[src/cbz_pkg.sv]
// shared types and constants of the cubic bezier point evaluator
// no dependencies
`default_nettype none

package cbz_pkg;

	// pipeline depth: t register, then multiply and add per interpolation level
	localparam int NUM_STAGES = 7;

	// configuration register file
	localparam int NUM_REGS = 8;
	localparam int REG_IDX_BITS = 3;
	localparam int APB_ADDR_BITS = REG_IDX_BITS + 2;
	localparam int APB_DATA_BITS = 32;

	typedef enum logic [REG_IDX_BITS-1:0] {
		REG_P0_X = 3'd0,
		REG_P0_Y = 3'd1,
		REG_P1_X = 3'd2,
		REG_P1_Y = 3'd3,
		REG_P2_X = 3'd4,
		REG_P2_Y = 3'd5,
		REG_P3_X = 3'd6,
		REG_P3_Y = 3'd7
	} reg_idx_t;

	// per-stage load enables from the sequencer to the datapaths
	typedef struct packed {
		logic [NUM_STAGES-1:0] en;
	} pipe_ctl_t;

endpackage

`default_nettype wire

[src/cbz_seq.sv]
// pipeline sequencer: valid bits, stall chain and the t pipeline
// depends on cbz_pkg
`default_nettype none

module cbz_seq #(
	parameter int PARAM_FRAC_BITS = 16
) (
	input  wire logic                     clk,
	input  wire logic                     arst_n,
	input  wire logic                     in_valid,
	input  wire logic [PARAM_FRAC_BITS:0] curve_param,
	output logic                          in_stall,
	output logic                          out_valid,
	input  wire logic                     out_stall,
	output cbz_pkg::pipe_ctl_t            ctl,
	output logic [PARAM_FRAC_BITS:0]      t_s1,
	output logic [PARAM_FRAC_BITS:0]      t_s3,
	output logic [PARAM_FRAC_BITS:0]      t_s5
);

	localparam int N = cbz_pkg::NUM_STAGES;

	logic [N-1:0]               vld_q;
	logic [N:0]                 rdy;
	logic [PARAM_FRAC_BITS:0]   t_sat;
	logic [PARAM_FRAC_BITS:0]   t_s2;
	logic [PARAM_FRAC_BITS:0]   t_s4;

	// a stage loads when it is empty or its item moves on
	always_comb begin
		rdy[N] = !out_stall;
		for (int k = N - 1; k >= 0; k--) begin
			rdy[k] = !vld_q[k] || rdy[k+1];
		end
	end

	assign ctl.en = rdy[N-1:0];
	assign in_stall = !rdy[0];
	assign out_valid = vld_q[N-1];

	// valid bits travel with the items
	always_ff @(posedge clk or negedge arst_n) begin
		if (!arst_n) begin
			vld_q <= '0;
		end else begin
			if (rdy[0]) begin
				vld_q[0] <= in_valid;
			end
			for (int k = 1; k < N; k++) begin
				if (rdy[k]) begin
					vld_q[k] <= vld_q[k-1];
				end
			end
		end
	end

	// t above one is clamped to one
	assign t_sat = curve_param[PARAM_FRAC_BITS]
		? {1'b1, {PARAM_FRAC_BITS{1'b0}}} : curve_param;

	// t follows the item to each multiply stage
	always_ff @(posedge clk) begin
		if (rdy[0]) t_s1 <= t_sat;
		if (rdy[1]) t_s2 <= t_s1;
		if (rdy[2]) t_s3 <= t_s2;
		if (rdy[3]) t_s4 <= t_s3;
		if (rdy[4]) t_s5 <= t_s4;
	end

endmodule

`default_nettype wire

[config.mk]
export PLATFORM = sky130hd
export DESIGN_NAME = cbz_seq
export DESIGN_NICKNAME = d
export VERILOG_FILES = /design/src/cbz_pkg.sv /design/src/cbz_seq.sv
export SDC_FILE = /design/constraint.sdc
export NUM_CORES = 1
export LEC_CHECK = 0
export ABC_AREA = 1
export BUFFER_PORTS_ARGS = -buffer_cell sky130_fd_sc_hd__buf_4
export CORE_MARGIN = 10
export CORE_UTILIZATION = 40
export CTS_CLUSTER_DIAMETER = 200
export DETAILED_ROUTE_END_ITERATION = 12
export MAX_ROUTING_LAYER = met4
export PLACE_DENSITY = 0.66
export SETUP_SLACK_MARGIN = 0.2
export SYNTH_ARGS = -nofsm -noshare
export SYNTH_HDL_FRONTEND = slang
export SYNTH_SLANG_ARGS = --single-unit
[constraint.sdc]
create_clock -name clk -period 1.6 [get_ports clk]
set_input_delay 0.08 -clock clk [delete_from_list [all_inputs] [get_ports clk]]
set_output_delay 0.08 -clock clk [all_outputs]
set_load 0.02 [all_outputs]
==> run_results.csv <==
group,metric,value,unit
worst_hold_path,hold_class,"in2reg",
global_routing,gr-total-overflow,0,
global_routing,grt_pass1_vias,1613,
clock_network,cts_root_buf,"clkbuf_8",
logic_synthesis,syn_nets,169,
logic_synthesis,synth_area_leaders,"edfxtp_1 86%, dfrtp_1 5.9%, inv_1 3.0%",
sta,max_slew_margin,0.6605,
detailed_routing,wl_per_cell,15.65,um
placed_design,portBuffers,80,
placed_design,pre_cts_ws,0.1221,ns
clock_network,cts_buffers,9,
clock_network,htreeDepth,3,
critical_path,crit_type,"reg2out",
floorplanning,start_util,0.4106,
logic_synthesis,syn_avg_cell_area,20.12,um^2
pwr,p_clk_frac,0.214,
detailed_routing,wl,5.573,mm
floorplanning,die_area,11300,um^2
sta,hold_ws,0.01549,ns
pwr,pwr-share-seq,0.562,
critical_path,cp_data_arrival_time,1.47,ns
floorplanning,rows,31,
layout,drive_gt1_frac,0.4397,
global_routing,grt_usage,0.1035,
logic_synthesis,ys_ff_latch,92,
sta,tns,0,ns
placed_design,post_dp_cell_area,3726,um^2
clock_network,clkTransAtPathRegs,0.08,ns
logic_synthesis,ys_warn_count,0,
sta,skew,0.005590,ns
layout,antenna_cells,0,
clock_network,cts_num_sinks,92,
layout,n_fill_cell,584,
critical_path,crit_path_max_fanout,3,
clock_network,clk_latency,0.34,ns
pwr,swShare,0.2756,
critical_path,max_stage_delay,0.40,ns
pwr,power.switching,1.786,mW
detailed_routing,ant_nets,0,
pwr,peakVddDrop,0.6254,mV
detailed_routing,drcViolationCount,0,
logic_synthesis,synth_top_area_frac,0.8571,
sta,hold_viol_final,0,
sta,fmax,644.6,MHz
pwr,power_leakage,1.773,nW
pwr,power,6.483,mW
sta,finalSetupViolCount,0,
detailed_routing,first_pass_iters,4,
outcome,status,"completed",
logic_synthesis,synth_area,2978,um^2
detailed_routing,avgViaCountPerCell,4.261,
layout,layout_common_cells,"85 x edfxtp_1, 82 x buf_4, 22 x inv_1, 16 x nor2_1",
global_routing,antenna_found_initial,0,
pwr,p_int,4.697,mW
floorplanning,ios,81,
sta,slew_violations,0,
critical_path,worst_path_max_delay_cell,"dfrtp_2",
pwr,power_density,1576,nW/um^2
logic_synthesis,seq_area_frac_synth,0.9160,
critical_path,required,1.52,ns
layout,fin_area,4114,um^2
placed_design,dp_hpwl,3.824,mm
critical_path,path_cells,"nand4_4, nor2_4, buf_6, nand4_4, inv_2, buf_6",
run,maxCapViolations,0,
logic_synthesis,synth_cell_types,12,
logic_synthesis,synth_area_leader_cell,"edfxtp_1",
floorplanning,die_h,106.3,um
sta,worst_pin_slew,0.5093,ns
clock_network,cts_tree,"yes",
pwr,pwr-share-comb,0.224,
detailed_routing,dr_total_vias,1517,
placed_design,routabilityCongestion,0.7015,
detailed_routing,drtIter0Drc,53,
floorplanning,coreArea,7253,um^2
layout,layout_commonest_cell,"edfxtp_1",
global_routing,grt_first_pass_wirelength,8.625,mm
sta,fin_crit,1.551,ns
sta,setup_slack,0.04875,ns
layout,nets,275,
layout,syn_to_final_growth,38.15,%
critical_path,crit_path_start_kind,"flop",
clock_network,cts_buffer_depth,2,
global_routing,grt_max_degree,20,
critical_path,setup.worst_path.end_class,"output port",
logic_synthesis,syn_inst,148,
sta,finalCritPeriodShare,0.9695,
sta,rsz0062_at_grt,"true",
floorplanning,die_w,106.3,um
-- timing repair --
item	CTS	global route
hold buffers	3	0
gates cloned	1	0
endpoints found under the hold margin	9	0
buffers inserted	10	2
pin swaps	3	3
endpoints found under the setup margin	57	75
resized for setup	12	8
-- worst max-delay path: cells and delay by family, from the launching register on --
kind	cells	cell delay (ns)
flip-flops	1	0.40
AND/OR/NAND/NOR	3	0.40
buffers and inverters	3	0.33
-- layer usage --
| layer | global-route usage | share of wire |
|---|---|---|
| met1 | 0.1205 | 0.44 |
| met2 | 0.1542 | 0.47 |
| met3 | 0.04106 | 0.085 |
| met4 | 0.04932 | 0.012 |
| met5 | - | 0 |
-- sequential cells by signal, summed over array words and instances (netlist names) --
register / cells
t_s1: 17
t_s5: 17
t_s4: 17
t_s2: 17
t_s3: 17
vld_q: 7
-- metrics by stage --
stage,std cells,utilization
2_1_floorplan,148,-
3_3_place_gp,326,0.5137
3_5_place_dp,326,0.5137
4_1_cts,354,0.5606
5_1_grt,356,0.5672
6_report,356,0.5672
-- Yosys cell counts, drive strengths merged --
master / count
inv: 24
clkbuf: 1
dfrtp: 7
nand4: 2
or2: 1
nand3: 2
nor2: 17
buf: 1
nand2: 8
edfxtp: 85
-- power groups by stage --
stage / clock [mW] / combinational, mW / sequential (mW)
after floorplan: 0 / 0.229 / 4.04
after global placement: 0 / 1.30 / 3.66
after detailed placement: 0 / 1.31 / 3.70
after CTS: 1.44 / 1.44 / 3.66
after global routing: 1.51 / 1.54 / 3.71
final: 1.39 / 1.45 / 3.64
-- cell families after synthesis --
group / share of synthesized area
DFF: 0.9160
and+or+nand+nor: 0.05084
buffers and inverters: 0.03319
-- path summary, 6_finish.rpt --
check / startpoint / end / slack (ns) / cells after the start
worst max-delay path: vld_q[6] / in_stall / 0.05 / 6
worst min-delay path: curve_param[0] / t_s1[0] / 0.02 / 3
worst max register to register: vld_q[6] / t_s1[9] / 0.09 / 6
worst min register to register: t_s2[2] / t_s3[2] / 0.42 / 0
max in group asynchronous: arst_n / vld_q[6] / 1.36 / 2
min in group asynchronous: arst_n / vld_q[1] / 0.10 / 2
-- layout make-up --
class | instances | area, um^2 | area share
multi-input cells | 31 | 210.2 | 0.05109
inverters | 24 | 93.84 | 0.02281
clock inverters | 4 | 42.54 | 0.01034
well taps | 99 | 123.9 | 0.03011
clock buffers | 10 | 127.6 | 0.03102
repair buffers | 96 | 787.0 | 0.1913
flip-flops and latches | 92 | 2729 | 0.6633
Note: power is estimated with default switching activity, not from simulation.
