## config.mk

```make
export PLATFORM = sky130hd
export DESIGN_NAME = cbz_regs
export DESIGN_NICKNAME = d
export VERILOG_FILES = /design/src/cbz_pkg.sv /design/src/cbz_regs.sv
export SDC_FILE = /design/constraint.sdc
export NUM_CORES = 1
export LEC_CHECK = 0
export BUFFER_PORTS_ARGS = -buffer_cell sky130_fd_sc_hd__clkbuf_2
export CORE_MARGIN = 10
export CORE_UTILIZATION = 40
export CTS_CLUSTER_DIAMETER = 100
export CTS_CLUSTER_SIZE = 25
export DETAILED_ROUTE_END_ITERATION = 10
export GPL_ROUTABILITY_DRIVEN = 0
export GPL_TIMING_DRIVEN = 0
export PLACE_DENSITY = 0.68
export SYNTH_ARGS = -nofsm -noshare
export SYNTH_HDL_FRONTEND = slang
export SYNTH_SLANG_ARGS = --single-unit
```

## constraint.sdc

```tcl
create_clock -name clk -period 6.8 [get_ports clk]
set_input_delay 2.04 -clock clk [delete_from_list [all_inputs] [get_ports clk]]
set_output_delay 2.04 -clock clk [all_outputs]
set_load 0.05 [all_outputs]
```

## src/cbz_pkg.sv

```systemverilog
// shared types and constants of the cubic bezier point evaluator
// no dependencies
`default_nettype none

package cbz_pkg;

	// pipeline depth: t register, then multiply and add per interpolation level
	localparam int NUM_STAGES = 7;

	// configuration register file
	localparam int NUM_REGS = 8;
	localparam int REG_IDX_BITS = 3;
	localparam int APB_ADDR_BITS = REG_IDX_BITS + 2;
	localparam int APB_DATA_BITS = 32;

	typedef enum logic [REG_IDX_BITS-1:0] {
		REG_P0_X = 3'd0,
		REG_P0_Y = 3'd1,
		REG_P1_X = 3'd2,
		REG_P1_Y = 3'd3,
		REG_P2_X = 3'd4,
		REG_P2_Y = 3'd5,
		REG_P3_X = 3'd6,
		REG_P3_Y = 3'd7
	} reg_idx_t;

	// per-stage load enables from the sequencer to the datapaths
	typedef struct packed {
		logic [NUM_STAGES-1:0] en;
	} pipe_ctl_t;

endpackage

`default_nettype wire

```

## src/cbz_regs.sv

```systemverilog
// control point register file behind an apb-style port
// depends on cbz_pkg
`default_nettype none

module cbz_regs #(
	parameter int COORD_BITS = 10
) (
	input  wire logic                                  clk,
	input  wire logic                                  arst_n,
	input  wire logic                                  psel,
	input  wire logic                                  penable,
	input  wire logic                                  pwrite,
	input  wire logic [cbz_pkg::APB_ADDR_BITS-1:0]     paddr,
	input  wire logic [cbz_pkg::APB_DATA_BITS-1:0]     pwdata,
	output logic      [cbz_pkg::APB_DATA_BITS-1:0]     prdata,
	output logic                                       pready,
	output logic [cbz_pkg::NUM_REGS-1:0][COORD_BITS-1:0] coord
);

	logic [cbz_pkg::NUM_REGS-1:0][COORD_BITS-1:0] coord_q;
	logic [cbz_pkg::REG_IDX_BITS-1:0]             idx;
	logic                                          wr_en;

	assign idx = paddr[cbz_pkg::APB_ADDR_BITS-1:2];
	assign wr_en = psel && penable && pwrite;
	assign pready = 1'b1;

	// register write, value masked to the coordinate width
	always_ff @(posedge clk or negedge arst_n) begin
		if (!arst_n) begin
			coord_q <= '0;
		end else if (wr_en) begin
			coord_q[idx] <= pwdata[COORD_BITS-1:0];
		end
	end

	// read back
	assign prdata = cbz_pkg::APB_DATA_BITS'(coord_q[idx]);
	assign coord = coord_q;

endmodule

`default_nettype wire

```

==> results of run 1 <==
[routing by layer]
layer  vias to the layer above  GRT usage, %  part of all wire, %
met3                        10          6.14                  9.0
met5                         -             0                    0
met4                         0          4.43                  1.0
li1                       1145             -                    -
met2                        93          23.5                   47
met1                      1307          18.0                   43
[report_power, final]
group | internal, mW | leakage, nW | switching, mW
Clock | 0.168 | 0.0920 | 0.171
Combinational | 0.205 | 1.29 | 0.541
Sequential | 0.569 | 1.02 | 0.0711
Total | 0.942 | 2.40 | 0.783
[path summary, 6_finish.rpt]
check,cells past startpoint,slack (ns),startpoint,endpoint
setup reg to reg,1,6.00,coord[36],coord[36]
max in group asynchronous,2,4.61,arst_n,coord[74]
min in group asynchronous,1,1.57,arst_n,coord[31]
hold / removal,1,0.53,coord[29],coord[29]
setup / recovery,5,1.02,paddr[3],prdata[4]
hold reg to reg,1,0.53,coord[29],coord[29]
[cells by family (layout without fill, tap and decap cells)]
logic type | Yosys count | in the layout | share of synthesized area (%)
other | 2 | 23 | 0.194
DFF | 80 | 80 | 51.7
and+or+nand+nor | 18 | 18 | 4.23
AOI/OAI and AO/OA | 4 | 4 | 0.808
muxes | 109 | 109 | 36.9
buffers and inverters | 33 | 154 | 6.23
[critical path, cell delays in order]
cell and delay, ns:
buf_6 0.12, clkbuf_1 0.61, mux4_2 0.43, mux2_2 0.28, clkbuf_2 0.24
[placed cells by master (no fill, tap or decap), drive strengths merged, types with 2 or more instances in the layout]
cell type and count:
mux4 18, nand2b 3, dfrtp 80, clkinvlp 2, nor2 3, clkinv 3
clkbuf 116, mux2 89, nor3 4, buf 31, nand2 3, conb 23
mux2i 2
[cell type report]
cell class                 instances  area share (%)
clock buffer                      10            2.63
tap                              129            3.33
clock inverter                     6            1.24
buffer                            32            4.90
sequential                        80            41.3
timing repair buffer             105            11.3
multi-input combinational        154            35.2
inverter                           1          0.0774
==> results.cfg, run 1 <==
[cells_and_area]
area.growth.synth_to_final_pct = 25.3
stdcell_count = 517
fin_nets = 425
largest_register_ffs = 80
num_antenna_cells = 0
final_area_um2 = 4850
fin_util_pct = 52.0
multi_input_area_um2 = 1710
drive_above_1_share_pct = 68.6
regArea_um2 = 2000
fill_cells = 832

[timing]
setup_viol = 0
worstMarginPinSlew_ns = 1.21
hold-worst-slack_ns = 0.528
rsz0062_at_grt = false
final.period_utilization_pct = 84.9
setup_tns_ns = 0
layout_setup_ws_ns = 1.02
slew_headroom_pct = 18.6
drv_slew = 0
fin_crit_ns = 5.78
fmax_mhz = 173
hold_violations = 0
skew_ns = 0

[floorplanning]
row_count = 35
die_w_um = 118
die_y_um = 118
core-area_um2 = 9330
ios = 155
start_util_pct = 41.5
die-area_um2 = 14000

[logic_synthesis]
async_flop_share_pct = 100
post-synth-top-count-cell = mux2_2
synthTopCellsByArea = dfrtp_1 (52%), mux2_2 (26%), mux4_2 (10%)
ys_ff_latch = 80
synth_edf_count = 0
synth_commonest_cells = mux2_2 (88), dfrtp_1 (80), buf_4 (25)
synth_top_cell_by_area = dfrtp_1
synth_ff_type = dfrtp_1
netlist-cell-type-count = 26
synth.avg_cell_area_um2 = 15.7
synth_top_area_share_pct = 51.7
synth-seq-area-share_pct = 51.7
synthCells = 246
yosysWarnings = 0
syn_area_um2 = 3870

[clock_network]
clk_pin_slew_ns = 0.08
cts_hold_buf = 0
root_buffer = clkbuf_8
cts.sinks = 80
h-tree-depth = 3
clk_latency_ns = 0.35
cts_resized = 0
cts_buffers = 9
post_cts_buffers = 0
cts_tree = yes
cts_max_path_buffers = 2

[routing]
wl_um = 10600
vias = 2555
antenna_left = 0
drt_iter0_markers = 73
dr.pass1.iters = 4
vias_per_cell = 4.94
drc_errors = 0
wl_per_cell_um = 20.5

[global_route]
grt_util_all_layers_pct = 14.8
antenna_found_initial = 0
grt_pass1_wl_um = 16200
grt_max_degree = 66
overflow = 0
grt_pass1_vias = 2759

[critical_path]
crit_arrival_ns = 3.74
worst-setup-path-type = in -> out
endpoint_kind = output port
required_ns = 4.76
cp_max_fo = 10
startpoint_type = input port

[power]
p_leak_nw = 2.40
peakVddDrop_mv = 0.245
power_mw = 1.72
p_per_area_nw_per_um2 = 355

[placed_design]
portBuffers = 104
place_inst = 501
hpwl_um = 7570
place_area_um2 = 4660
post-place-ws_ns = 1.01

[flow_run]
max_cap_violations = 0

[status]
status = completed

[worst_hold_path]
hold_class = reg -> reg
(Power assumes the default switching activity.)
==> inputs of run 2 (changes only) <==
--- a/config.mk
+++ b/config.mk
@@ -13,7 +13,7 @@
 export DETAILED_ROUTE_END_ITERATION = 10
 export GPL_ROUTABILITY_DRIVEN = 0
 export GPL_TIMING_DRIVEN = 0
-export PLACE_DENSITY = 0.68
+export PLACE_DENSITY = 0.71
 export SYNTH_ARGS = -nofsm -noshare
 export SYNTH_HDL_FRONTEND = slang
 export SYNTH_SLANG_ARGS = --single-unit
==> constraint.sdc (replaced) <==
create_clock -name clk -period 4.74 [get_ports clk]
set_input_delay 1.422 -clock clk [delete_from_list [all_inputs] [get_ports clk]]
set_output_delay 1.422 -clock clk [all_outputs]
set_load 0.05 [all_outputs]
==> results.cfg, run 2 (synthesis gave the netlist of run 1 again) <==
[timing]
worstMarginPinSlew_ns = 1.20
setup_viol = 0
skew_ns = 0
drv_slew = 0
fmax_mhz = 219
hold_violations = 0
fin_crit_ns = 4.57
final.period_utilization_pct = 96.4
setup_tns_ns = 0
rsz0062_at_grt = false
layout_setup_ws_ns = 0.173
slew_headroom_pct = 19.7

[critical_path]
max_stage_delay_ns = 0.66
rr_startpoint = coord[44]
worst-setup-path-type = in -> out
crit_arrival_ns = 3.15
setup.worst_path.start = paddr[3]
startpoint_type = input port
crit_family = buffers and inverters
cp.buffers_inverters = 3
cp_cell_sequence = buf_6 > clkbuf_1 > mux4_2 > mux2_2 > clkbuf_2
required_ns = 3.32
cp_max_fo = 10
r2r_setup_slack_ns = 3.95
endpoint_kind = output port
cp_slowest_cell = clkbuf_1

[clock_network]
cts_buffers = 9
cts_resized = 0
clk_latency_ns = 0.35
h-tree-depth = 3
post_cts_buffers = 0
cts_hold_buf = 0
cts_tree = yes
root_buffer = clkbuf_8
cts.sinks = 80
cts_max_path_buffers = 2
clk_pin_slew_ns = 0.08

[flow_run]
max_cap_violations = 0

[floorplanning]
ios = 155
die_y_um = 118
core-area_um2 = 9330
die_w_um = 118
row_count = 35
die-area_um2 = 14000
start_util_pct = 41.5

[cells_and_area]
area.growth.synth_to_final_pct = 25.9
drive_above_1_share_pct = 68.6
fin_nets = 425
layout_commonest_cell = clkbuf_2
largest_register_ffs = 80
num_antenna_cells = 0
final_cell_mix = clkbuf_2 (103), mux2_2 (88), dfrtp_1 (80)

[worst_hold_path]
min_from = coord[29]
hold_class = reg -> reg

[routing]
antenna_left = 0
drc_errors = 0
wl_um = 10600
wl_per_cell_um = 20.6
vias = 2541
drt_iter0_markers = 66
dr.pass1.iters = 4
vias_per_cell = 4.91

[global_route]
grt_pass1_vias = 2809
overflow = 0
antenna_found_initial = 0
grt_pass1_wl_um = 16200
grt_util_all_layers_pct = 15.0
grt_max_degree = 69

[power]
p_per_area_nw_per_um2 = 518
p_leak_nw = 2.42
peakVddDrop_mv = 0.252

[status]
status = completed

[placed_design]
post-place-ws_ns = 0.164
hpwl_um = 7490
portBuffers = 104
[run 2: stage by stage]
stage	power, mW	hold WS, ns	util (%)	instances	instance area, um^2
2_1_floorplan	1.74	0.841	-	267	3950
3_3_place_gp	1.99	0.497	49.7	500	4630
3_5_place_dp	2.01	0.511	50.0	501	4660
4_1_cts	2.55	0.528	52.3	517	4880
5_1_grt	2.64	0.559	52.3	517	4880
6_report	2.52	0.525	52.3	517	4880
[run 2: metal layers]
layer	track usage (%)	part of all wire, %	up-vias
met5	0	0	-
met4	4.89	1.2	0
met3	6.04	7.8	10
met2	23.8	48	99
met1	18.1	43	1293
li1	-	-	1139
[run 2: area by class of cell]
type	count	area, um^2
timing repair buffer	105	551
sequential	80	2000
clock buffer	10	128
tap	129	161
clock inverter	6	83.8
buffer	32	238
multi-input combinational	154	1710
fill	850	4450
inverter	1	3.75
[run 2: where the power goes]
| part | switching [mW] | total (mW) | internal [mW] |
|---|---|---|---|
| Clock | 0.243 | 0.538 | 0.295 |
| Combinational | 0.773 | 1.07 | 0.294 |
| Sequential | 0.103 | 0.919 | 0.816 |
[run 2: path summary, 6_finish.rpt]
kind,cells past startpoint,to
setup / recovery,5,prdata[2]
setup reg to reg,1,coord[44]
min in group asynchronous,1,coord[71]
hold reg to reg,1,coord[29]
max in group asynchronous,2,coord[65]
hold / removal,1,coord[29]
